[src/rtl/core/fhp_pkg.sv]
// Shared constants, types and phase/kind codes of the frequency header parser.
`default_nettype none
package fhp_pkg;

    localparam int NUMBER_BITS = 31;

    localparam logic [7:0] SEP_NUMBER = 8'h5F;
    localparam logic [7:0] SEP_ENTRY  = 8'h2C;
    localparam logic [7:0] CH_ZERO    = 8'h30;
    localparam logic [7:0] CH_NINE    = 8'h39;

    localparam logic [2:0] PH_TOTAL   = 3'd0;
    localparam logic [2:0] PH_LEN     = 3'd1;
    localparam logic [2:0] PH_COUNT   = 3'd2;
    localparam logic [2:0] PH_SYM     = 3'd3;
    localparam logic [2:0] PH_DIGITS  = 3'd4;
    localparam logic [2:0] PH_PAYLOAD = 3'd5;
    localparam logic [2:0] PH_ERROR   = 3'd6;

    localparam logic [2:0] K_CONSUMED = 3'd0;
    localparam logic [2:0] K_TOTAL    = 3'd1;
    localparam logic [2:0] K_LEN      = 3'd2;
    localparam logic [2:0] K_COUNT    = 3'd3;
    localparam logic [2:0] K_ENTRY    = 3'd4;
    localparam logic [2:0] K_DONE     = 3'd5;
    localparam logic [2:0] K_PAYLOAD  = 3'd6;
    localparam logic [2:0] K_ERROR    = 3'd7;

    typedef struct packed {
        logic [2:0]             phase;
        logic [NUMBER_BITS-1:0] acc;
        logic                   digit_seen;
        logic                   lead_open;
        logic [NUMBER_BITS-1:0] tbl_left;
        logic [NUMBER_BITS-1:0] ent_left;
        logic [30:0]            ent_cnt;
        logic [7:0]             cur_sym;
    } t_state;

    typedef struct packed {
        logic [2:0]  kind;
        logic [31:0] value;
        logic [7:0]  symbol;
        logic [30:0] entry_index;
    } t_result;

    localparam t_state STATE_RESET = '{
        phase:      PH_TOTAL,
        acc:        '0,
        digit_seen: 1'b0,
        lead_open:  1'b0,
        tbl_left:   '0,
        ent_left:   '0,
        ent_cnt:    '0,
        cur_sym:    '0
    };

endpackage
`default_nettype wire

[src/rtl/core/fhp_if.sv]
// Valid/ready channel interfaces for the parser's byte input and result output.
`default_nettype none
interface fhp_in_if;
    logic       valid;
    logic       ready;
    logic [7:0] data_byte;
    logic       stream_end;

    modport source(output valid, output data_byte, output stream_end, input ready);
    modport sink(input valid, input data_byte, input stream_end, output ready);
endinterface

interface fhp_out_if;
    logic               valid;
    logic               ready;
    logic [2:0]         kind;
    logic signed [31:0] value;
    logic [7:0]         symbol;
    logic [30:0]        entry_index;

    modport source(output valid, output kind, output value, output symbol,
                   output entry_index, input ready);
    modport sink(input valid, input kind, input value, input symbol,
                 input entry_index, output ready);
endinterface
`default_nettype wire

[src/rtl/core/frequency_header_parser.sv]
// Top level of the frequency header parser: state register and output buffering.
//
// The block takes one stream byte per item on i_in (data_byte, plus stream_end
// when no byte is left) and gives exactly one result item on o_out for every
// byte it takes: kind, value, symbol and entry_index. It parses the three
// '_'-ended header numbers, reports each table entry, flags header completion
// and then passes every later byte on as payload. Any fault latches the error
// kind until reset.
//
// Each result is registered, in the result register or, while one waits, in
// the skid register. Throughput is one item per cycle while the skid register
// is free; the whole decision for a byte (digit test, times-ten accumulate and
// counter updates) lies between the parser state and result registers.
//
// A two-entry output buffer (result register plus skid register) lets the
// block take another byte while a result waits. When the receiver stalls, the
// skid register fills and i_in.ready drops until the receiver takes a result.
//
// Synchronous active-low reset returns the parser to reading the total count
// with all counters cleared and drops both output entries.
`default_nettype none
module frequency_header_parser
    import fhp_pkg::*;
(
    input  logic      i_clk,
    input  logic      i_rst_n,
    fhp_in_if.sink    i_in,
    fhp_out_if.source o_out
);

    t_state  r_state;
    t_state  n_state;
    t_result step_res;
    t_result r_out;
    t_result r_skid;
    logic    r_out_vld;
    logic    r_skid_vld;
    logic    in_fire;
    logic    out_fire;

    fhp_step u_step (
        .i_state  (r_state),
        .i_byte   (i_in.data_byte),
        .i_end    (i_in.stream_end),
        .o_state  (n_state),
        .o_result (step_res)
    );

    // Input is open as long as the skid entry is free.
    assign i_in.ready = !r_skid_vld;
    assign in_fire    = i_in.valid && !r_skid_vld;
    assign out_fire   = r_out_vld && o_out.ready;

    // The parser state advances on every accepted byte.
    always_ff @(posedge i_clk) begin
        if (!i_rst_n) begin
            r_state <= STATE_RESET;
        end else if (in_fire) begin
            r_state <= n_state;
        end
    end

    always_ff @(posedge i_clk) begin
        if (!i_rst_n) begin
            r_out_vld  <= 1'b0;
            r_skid_vld <= 1'b0;
        end else if (out_fire) begin
            if (r_skid_vld) begin
                r_skid_vld <= 1'b0;
            end else if (!in_fire) begin
                r_out_vld <= 1'b0;
            end
        end else if (!r_out_vld) begin
            r_out_vld <= in_fire;
        end else if (in_fire) begin
            r_skid_vld <= 1'b1;
        end
    end

    always_ff @(posedge i_clk) begin
        if (out_fire) begin
            if (r_skid_vld) begin
                r_out <= r_skid;
            end else if (in_fire) begin
                r_out <= step_res;
            end
        end else if (!r_out_vld) begin
            if (in_fire) begin
                r_out <= step_res;
            end
        end else if (in_fire) begin
            r_skid <= step_res;
        end
    end

    assign o_out.valid       = r_out_vld;
    assign o_out.kind        = r_out.kind;
    assign o_out.value       = r_out.value;
    assign o_out.symbol      = r_out.symbol;
    assign o_out.entry_index = r_out.entry_index;

endmodule
`default_nettype wire

[src/rtl/core/fhp_step.sv]
// Next-state and result logic for one stream byte of the header parser.
`default_nettype none
module fhp_step
    import fhp_pkg::*;
(
    input  t_state     i_state,
    input  logic [7:0] i_byte,
    input  logic       i_end,
    output t_state     o_state,
    output t_result    o_result
);

    localparam int SUM_W = NUMBER_BITS + 4;

    logic             is_dig;
    logic [7:0]       b_off;
    logic [3:0]       dval;
    logic [SUM_W-1:0] acc_w;
    logic [SUM_W-1:0] sum;
    logic             ovf;
    logic             err;
    logic             closed;
    logic [31:0]      num32;
    logic [31:0]      acc32;
    logic [NUMBER_BITS-1:0] tl;

    assign is_dig = (i_byte inside {[CH_ZERO:CH_NINE]});
    assign b_off  = i_byte - CH_ZERO;
    assign dval   = b_off[3:0];
    assign acc_w  = {4'b0000, i_state.acc};
    // Times ten as two shifted copies, plus the new digit.
    assign sum    = (acc_w << 3) + (acc_w << 1) + {{NUMBER_BITS{1'b0}}, dval};
    assign ovf    = |sum[SUM_W-1:NUMBER_BITS];
    assign acc32  = {{(32-NUMBER_BITS){1'b0}}, i_state.acc};
    assign num32  = acc32;
    assign tl     = i_state.tbl_left - NUMBER_BITS'(1);

    always_comb begin
        o_state  = i_state;
        o_result = '{kind: K_CONSUMED, value: '0, symbol: '0, entry_index: '0};
        err      = 1'b0;
        closed   = 1'b0;
        case (i_state.phase)
            PH_PAYLOAD: begin
                if (!i_end) begin
                    o_result.kind  = K_PAYLOAD;
                    o_result.value = {24'd0, i_byte};
                end
            end
            PH_TOTAL, PH_LEN, PH_COUNT: begin
                if (i_end) begin
                    err = 1'b1;
                end else if (i_byte != SEP_NUMBER) begin
                    if (!is_dig || ovf) begin
                        err = 1'b1;
                    end else begin
                        o_state.acc        = sum[NUMBER_BITS-1:0];
                        o_state.digit_seen = 1'b1;
                    end
                end else if (!i_state.digit_seen) begin
                    err = 1'b1;
                end else begin
                    o_state.acc        = '0;
                    o_state.digit_seen = 1'b0;
                    if (i_state.phase == PH_TOTAL) begin
                        o_state.phase  = PH_LEN;
                        o_result.kind  = K_TOTAL;
                        o_result.value = num32 - 32'd1;
                    end else if (i_state.phase == PH_LEN) begin
                        o_state.tbl_left = i_state.acc;
                        o_state.phase    = PH_COUNT;
                        o_result.kind    = K_LEN;
                        o_result.value   = num32;
                    end else begin
                        o_state.ent_left = i_state.acc;
                        o_state.ent_cnt  = '0;
                        if (i_state.tbl_left == '0) begin
                            // An empty table is legal only with no entries.
                            if (i_state.acc != '0) begin
                                err = 1'b1;
                            end else begin
                                o_state.phase  = PH_PAYLOAD;
                                o_result.kind  = K_DONE;
                                o_result.value = '1;
                            end
                        end else begin
                            o_state.phase  = PH_SYM;
                            o_result.kind  = K_COUNT;
                            o_result.value = num32;
                        end
                    end
                end
            end
            PH_SYM, PH_DIGITS: begin
                if (i_end || i_state.tbl_left == '0) begin
                    err = 1'b1;
                end else begin
                    o_state.tbl_left = tl;
                    if (i_state.phase == PH_SYM) begin
                        if (i_state.ent_left != '0) begin
                            o_state.cur_sym    = i_byte;
                            o_state.digit_seen = 1'b0;
                            o_state.lead_open  = 1'b0;
                            o_state.acc        = '0;
                            o_state.phase      = PH_DIGITS;
                        end
                    end else if (!i_state.digit_seen) begin
                        if (!is_dig) begin
                            err = 1'b1;
                        end else begin
                            o_state.acc        = {{(NUMBER_BITS-4){1'b0}}, dval};
                            o_state.digit_seen = 1'b1;
                            o_state.lead_open  = 1'b1;
                        end
                    end else if (i_byte == SEP_ENTRY) begin
                        closed             = 1'b1;
                        o_state.ent_cnt    = i_state.ent_cnt + 31'd1;
                        o_state.ent_left   = i_state.ent_left - NUMBER_BITS'(1);
                        o_state.digit_seen = 1'b0;
                        o_state.lead_open  = 1'b0;
                        o_state.acc        = '0;
                        o_state.phase      = PH_SYM;
                    end else if (is_dig && i_state.lead_open) begin
                        if (ovf) begin
                            err = 1'b1;
                        end else begin
                            o_state.acc = sum[NUMBER_BITS-1:0];
                        end
                    end else begin
                        // Bytes after the leading digits are skipped up to the comma.
                        o_state.lead_open = 1'b0;
                    end

                    if (closed) begin
                        o_result.value       = acc32;
                        o_result.symbol      = i_state.cur_sym;
                        o_result.entry_index = i_state.ent_cnt;
                    end
                    if (tl == '0) begin
                        if (o_state.ent_left != '0) begin
                            err = 1'b1;
                        end else begin
                            o_state.phase = PH_PAYLOAD;
                            o_result.kind = K_DONE;
                            if (!closed) begin
                                o_result.value = '1;
                            end
                        end
                    end else if (closed) begin
                        o_result.kind = K_ENTRY;
                    end
                end
            end
            default: begin
                err = 1'b1;
            end
        endcase

        if (err) begin
            o_state.phase = PH_ERROR;
            o_result = '{kind: K_ERROR, value: '0, symbol: '0, entry_index: '0};
        end
    end

endmodule
`default_nettype wire

[src/flat_wrapper.sv]
// flat-port wrapper written by rule: the top's interface ports become plain ports
module frequency_header_parser_flat import fhp_pkg::*;
  (i_clk, i_rst_n, i_in_valid, i_in_data_byte, i_in_stream_end, i_in_ready, o_out_valid, o_out_kind, o_out_value, o_out_symbol, o_out_entry_index, o_out_ready);
  fhp_in_if i_in_i ();
  fhp_out_if o_out_i ();
  input  logic i_clk;
  input  logic i_rst_n;
  input wire logic [$bits(i_in_i.valid)-1:0] i_in_valid;
  input wire logic [$bits(i_in_i.data_byte)-1:0] i_in_data_byte;
  input wire logic [$bits(i_in_i.stream_end)-1:0] i_in_stream_end;
  output wire logic [$bits(i_in_i.ready)-1:0] i_in_ready;
  output wire logic [$bits(o_out_i.valid)-1:0] o_out_valid;
  output wire logic [$bits(o_out_i.kind)-1:0] o_out_kind;
  output wire logic [$bits(o_out_i.value)-1:0] o_out_value;
  output wire logic [$bits(o_out_i.symbol)-1:0] o_out_symbol;
  output wire logic [$bits(o_out_i.entry_index)-1:0] o_out_entry_index;
  input wire logic [$bits(o_out_i.ready)-1:0] o_out_ready;
  assign i_in_i.valid = i_in_valid;
  assign i_in_i.data_byte = i_in_data_byte;
  assign i_in_i.stream_end = i_in_stream_end;
  assign i_in_ready = i_in_i.ready;
  assign o_out_valid = o_out_i.valid;
  assign o_out_kind = o_out_i.kind;
  assign o_out_value = o_out_i.value;
  assign o_out_symbol = o_out_i.symbol;
  assign o_out_entry_index = o_out_i.entry_index;
  assign o_out_i.ready = o_out_ready;
  frequency_header_parser u_core (.i_clk(i_clk), .i_rst_n(i_rst_n), .i_in(i_in_i), .o_out(o_out_i));
endmodule
[config.mk]
export PLATFORM = sky130hd
export DESIGN_NAME = frequency_header_parser_flat
export DESIGN_NICKNAME = d
export VERILOG_FILES = /design/src/rtl/core/fhp_pkg.sv /design/src/rtl/core/fhp_if.sv /design/src/rtl/core/frequency_header_parser.sv /design/src/rtl/core/fhp_step.sv /design/src/flat_wrapper.sv
export SDC_FILE = /design/constraint.sdc
export NUM_CORES = 1
export LEC_CHECK = 0
export ABC_CLOCK_PERIOD_IN_PS = 7350
export BUFFER_PORTS_ARGS = -buffer_cell sky130_fd_sc_hd__buf_2
export CORE_MARGIN = 5
export CORE_UTILIZATION = 25
export DETAILED_ROUTE_END_ITERATION = 10
export GPL_TIMING_DRIVEN = 1
export PLACE_DENSITY_LB_ADDON = 0.1
export SETUP_SLACK_MARGIN = 0.5
export SLEW_MARGIN = 20
export SYNTH_ARGS = -nofsm -noshare
export SYNTH_HDL_FRONTEND = slang
export SYNTH_HIERARCHICAL = 1
export SYNTH_SLANG_ARGS = --single-unit
[constraint.sdc]
create_clock -name i_clk -period 7.35 [get_ports i_clk]
set_input_delay 1.47 -clock i_clk [delete_from_list [all_inputs] [get_ports i_clk]]
set_output_delay 1.47 -clock i_clk [all_outputs]
set_load 0.01 [all_outputs]
==> out/summary.txt <==
================================================================================
Async set or reset register ratio after synthesis                             0%
Setup Viol. Count Final                                                        0
R2R depth                                                                     17
Core Footprint                                                        83400 um^2
Share of post-route cells with drive strength above 1                      10.8%
Die outline height                                                        300 um
CTS resizes                                                                    0
Remaining design rule violation count                                          0
Die Width                                                                 300 um
Setup Skew                                                               26.9 ps
Antenna violations before repair                                               5
Area of the die                                                       89900 um^2
Ratio of final minimum period to clock period                              82.4%
Yosys Warn Count                                                               6
R2R Setup Slk                                                            1370 ps
Net count reported at finish                                                2698
CTS H-Tree Depth                                                               2
Result of the run                                                   complete, no violations
CP endpoint kind                                                            flop
Proportion of synthesized chip area in sequential cells                    34.4%
Via density per instance                                                    5.40
CP required                                                              7740 ps
Worst hold-check path type                                          flop to flop
Startpoint of the worst register-to-register path                   u_core/r_state[103]
First drt pass iteration count                                                 7
Wire length of the first global-routing pass                              127 mm
Clock tree from TritonCTS                                                    yes
Capture instance of the worst register-to-register path             u_core/o_out.entry_index[30]
Netlist cell types                                                            89
Total wire length after detailed routing                                 84.8 mm
Final weighted congestion of routability-driven global placement           0.849
Number of hold violations in the final report                                  0
Total global-route track usage                                             18.1%
Master cell of the clock root buffer                                sky130_fd_sc_hd__clkbuf_16
Max-slew violations                                                            0
Pwr Total                                                                5650 uW
Worst path arrival time                                                  6450 ps
Setup Buffers After CTS                                                        0
Cell types occupying the most area after synthesis                  sky130_fd_sc_hd__edfxtp_1, sky130_fd_sc_hd__dfxtp_1, sky130_fd_sc_hd__nand2_1
Hold Path Depth                                                                2
Mapped Cells                                                                2628
Via count                                                                  20100
Most frequently used flop master after synthesis                    sky130_fd_sc_hd__edfxtp_1
Max Root-Sink Buffers                                                          3
Cell area after technology mapping                                    21000 um^2
Synth-to-layout area growth                                                12.7%
Maxcap violations                                                              0
Post-synth EDFFs                                                             148
Hold path endpoint                                                  u_core/r_state[6]
First-iteration detailed-routing DRC count                                  1641
Tightest slew margin relative to the limit                                 27.7%
DRT antenna net count                                                          0
Via count of the first global-routing pass                                 19200
Startpoint-to-endpoint class of the critical path                   input pin to flop
Post-DP HPWL                                                             56.7 mm
Final critical-path required period                                      6060 ps
Flops & latches, synth                                                       287
Row count                                                                    106
Number of nets in the synthesized netlist                                   2710
Power density over the cells                                         239 nW/um^2
Setup crit start kind                                                  input pin
Clock Latency Late Sink                                                   580 ps
Largest net degree at the start of global routing                            153
Slew at the pin with the worst max-slew slack                            1080 ps
Cell type with the highest aggregate area in the netlist            sky130_fd_sc_hd__edfxtp_1
Routed length per placed instance                                        22.7 um
CTS Buf Count                                                                 41
Effective utilization at floorplan                                         25.2%
Number of top-level pins                                                      89
Quantity of hold-fixing buffers added after cts                                0
CTS sink cnt                                                                 287
Clock-pin transition on the worst setup and hold timing paths              60 ps
Worst hold margin                                                         480 ps
Leakage power                                                         0.00876 uW
Biggest fanout along the worst timing path                                    29
RSZ-0062 raised after global routing                                          no
Maximum vdd ir drop                                                       141 uV
Grt total ovfl                                                                 0
Fraction of post-synthesis cell area in the top cell type by area          21.2%
Maximum frequency from static timing analysis                          0.165 GHz
Launch point of the worst hold path                                 u_core/r_state[6]
Mean area per synthesized cell                                         7.99 um^2
Count of port buffers added during placement                                  88
Aggregate negative setup slack                                              0 ps
================================================================================
[worst max-delay path, cell delays in order]
cell	delay (ps)
sky130_fd_sc_hd__buf_2	120
sky130_fd_sc_hd__inv_1	80
sky130_fd_sc_hd__fa_1	480
sky130_fd_sc_hd__inv_1	70
sky130_fd_sc_hd__ha_1	290
sky130_fd_sc_hd__a211oi_1	90
sky130_fd_sc_hd__o211ai_1	270
sky130_fd_sc_hd__a21oi_1	190
sky130_fd_sc_hd__o311ai_0	890
sky130_fd_sc_hd__a31oi_1	210
sky130_fd_sc_hd__xor2_1	410
sky130_fd_sc_hd__a41oi_1	290
sky130_fd_sc_hd__a311o_2	560
sky130_fd_sc_hd__nor2_4	230
sky130_fd_sc_hd__buf_4	310
sky130_fd_sc_hd__and2_1	190
sky130_fd_sc_hd__mux2i_1	70
sky130_fd_sc_hd__o21ai_0	230
[kinds of logic (layout without fill, tap and decap cells)]
logic type | after synthesis | after routing | synth area share (%)
AO/OA/AOI/OAI | 839 | 839 | 25.4
XOR/XNOR | 45 | 45 | 1.88
adder cells (fa/ha/maj) | 69 | 69 | 4.18
buffers and inverters | 246 | 267 | 6.00
flip-flops | 287 | 287 | 34.4
multiplexers | 93 | 93 | 4.49
other | 0 | 1 | 0
AND/OR/NAND/NOR | 1049 | 1049 | 23.6
[state kept, by name, indices dropped and copies added, names as in the netlist]
register,count
u_core/r_state,137
u_core/r_skid,74
u_core/o_out.value,32
u_core/o_out.entry_index,31
u_core/o_out.symbol,8
u_core/o_out.kind,3
u_core/o_out.valid,1
u_core/r_skid_vld,1
[per-layer routing]
layer	global-route usage (%)	vias up	part of all wire [%]
met5	0	-	0
met4	4.39	0	2.2
met3	2.17	90	4.9
met2	29.3	522	46
met1	25.7	9956	47
li1	-	9575	-
[where the power goes]
part	internal [uW]	switching [uW]	leakage [uW]
logic	493	1190	0.00547
registers	1770	87.4	0.00259
clock network	1290	818	0.000698
[worst max path at each step]
stage	startpoint	to	slack (ps)	cells past startpoint
floorplan	o_out_ready	u_core/r_skid[0]	1100	2
global placement	i_in_data_byte[3]	u_core/o_out.entry_index[7]	920	18
detailed placement	i_in_data_byte[3]	u_core/o_out.entry_index[7]	670	18
CTS	i_in_data_byte[3]	u_core/o_out.entry_index[7]	1280	18
global route	i_in_data_byte[3]	u_core/o_out.entry_index[30]	880	18
finish	i_in_data_byte[3]	u_core/o_out.entry_index[30]	1290	18
[metrics by stage]
step	util [%]	setup WS (ps)	cells	cell area, um^2
after floorplan	-	1100	2628	21000
after global placement	26.7	922	3653	22200
after detailed placement	26.7	669	3653	22200
after CTS	28.4	1280	3729	23700
after global routing	28.4	877	3729	23700
final	28.4	1290	3730	23700
[layout make-up]
class                           instances  area, um^2
Antenna cell                            1        2.50
Clock buffer                           53        1150
Clock inverter                         23         268
Fill cell                            8954       59800
Inverter                               39         146
Multi-Input combinational cell       2095       12600
Sequential cell                       287        7230
Tap cell                             1080        1350
Timing Repair Buffer                  152         952
[synthesized netlist by cell type (all sizes together) (24+ instances only)]
library cell / instances
ha: 67
and2: 44
a21oi: 202
nor3: 67
buf: 88
edfxtp: 148
o211ai: 28
o21ai: 248
nand2: 513
xnor2: 30
nand4: 42
a31oi: 29
inv: 39
nor2: 168
a21boi: 145
clkbuf: 119
nor4: 37
or3: 24
nand3: 45
dfxtp: 139
mux2i: 84
[layout by cell type (no fill, tap or decap), types with 10 or more instances in the layout]
cell	n
sky130_fd_sc_hd__nor2_1	162
sky130_fd_sc_hd__nand2_1	511
sky130_fd_sc_hd__dfxtp_1	139
sky130_fd_sc_hd__and4_1	11
sky130_fd_sc_hd__buf_4	62
sky130_fd_sc_hd__nand3_1	44
sky130_fd_sc_hd__a31oi_1	29
sky130_fd_sc_hd__or2_2	16
sky130_fd_sc_hd__and3_1	22
sky130_fd_sc_hd__buf_2	87
sky130_fd_sc_hd__a21o_1	23
sky130_fd_sc_hd__o21ai_0	199
sky130_fd_sc_hd__edfxtp_1	148
sky130_fd_sc_hd__o311ai_0	10
sky130_fd_sc_hd__a22o_1	10
sky130_fd_sc_hd__a221o_1	22
sky130_fd_sc_hd__o31ai_1	14
sky130_fd_sc_hd__and2_1	44
sky130_fd_sc_hd__o21ai_1	48
sky130_fd_sc_hd__a211oi_1	11
sky130_fd_sc_hd__o211ai_1	28
sky130_fd_sc_hd__a21oi_1	199
sky130_fd_sc_hd__xnor2_1	30
sky130_fd_sc_hd__clkbuf_16	42
sky130_fd_sc_hd__inv_1	38
sky130_fd_sc_hd__a21boi_0	145
sky130_fd_sc_hd__nor3_1	63
sky130_fd_sc_hd__or4_1	11
sky130_fd_sc_hd__or3_1	24
sky130_fd_sc_hd__ha_1	67
sky130_fd_sc_hd__nand4_1	40
sky130_fd_sc_hd__mux2i_1	84
sky130_fd_sc_hd__nor4_1	30
sky130_fd_sc_hd__xor2_1	15
Power figures use the tool's default switching activity.
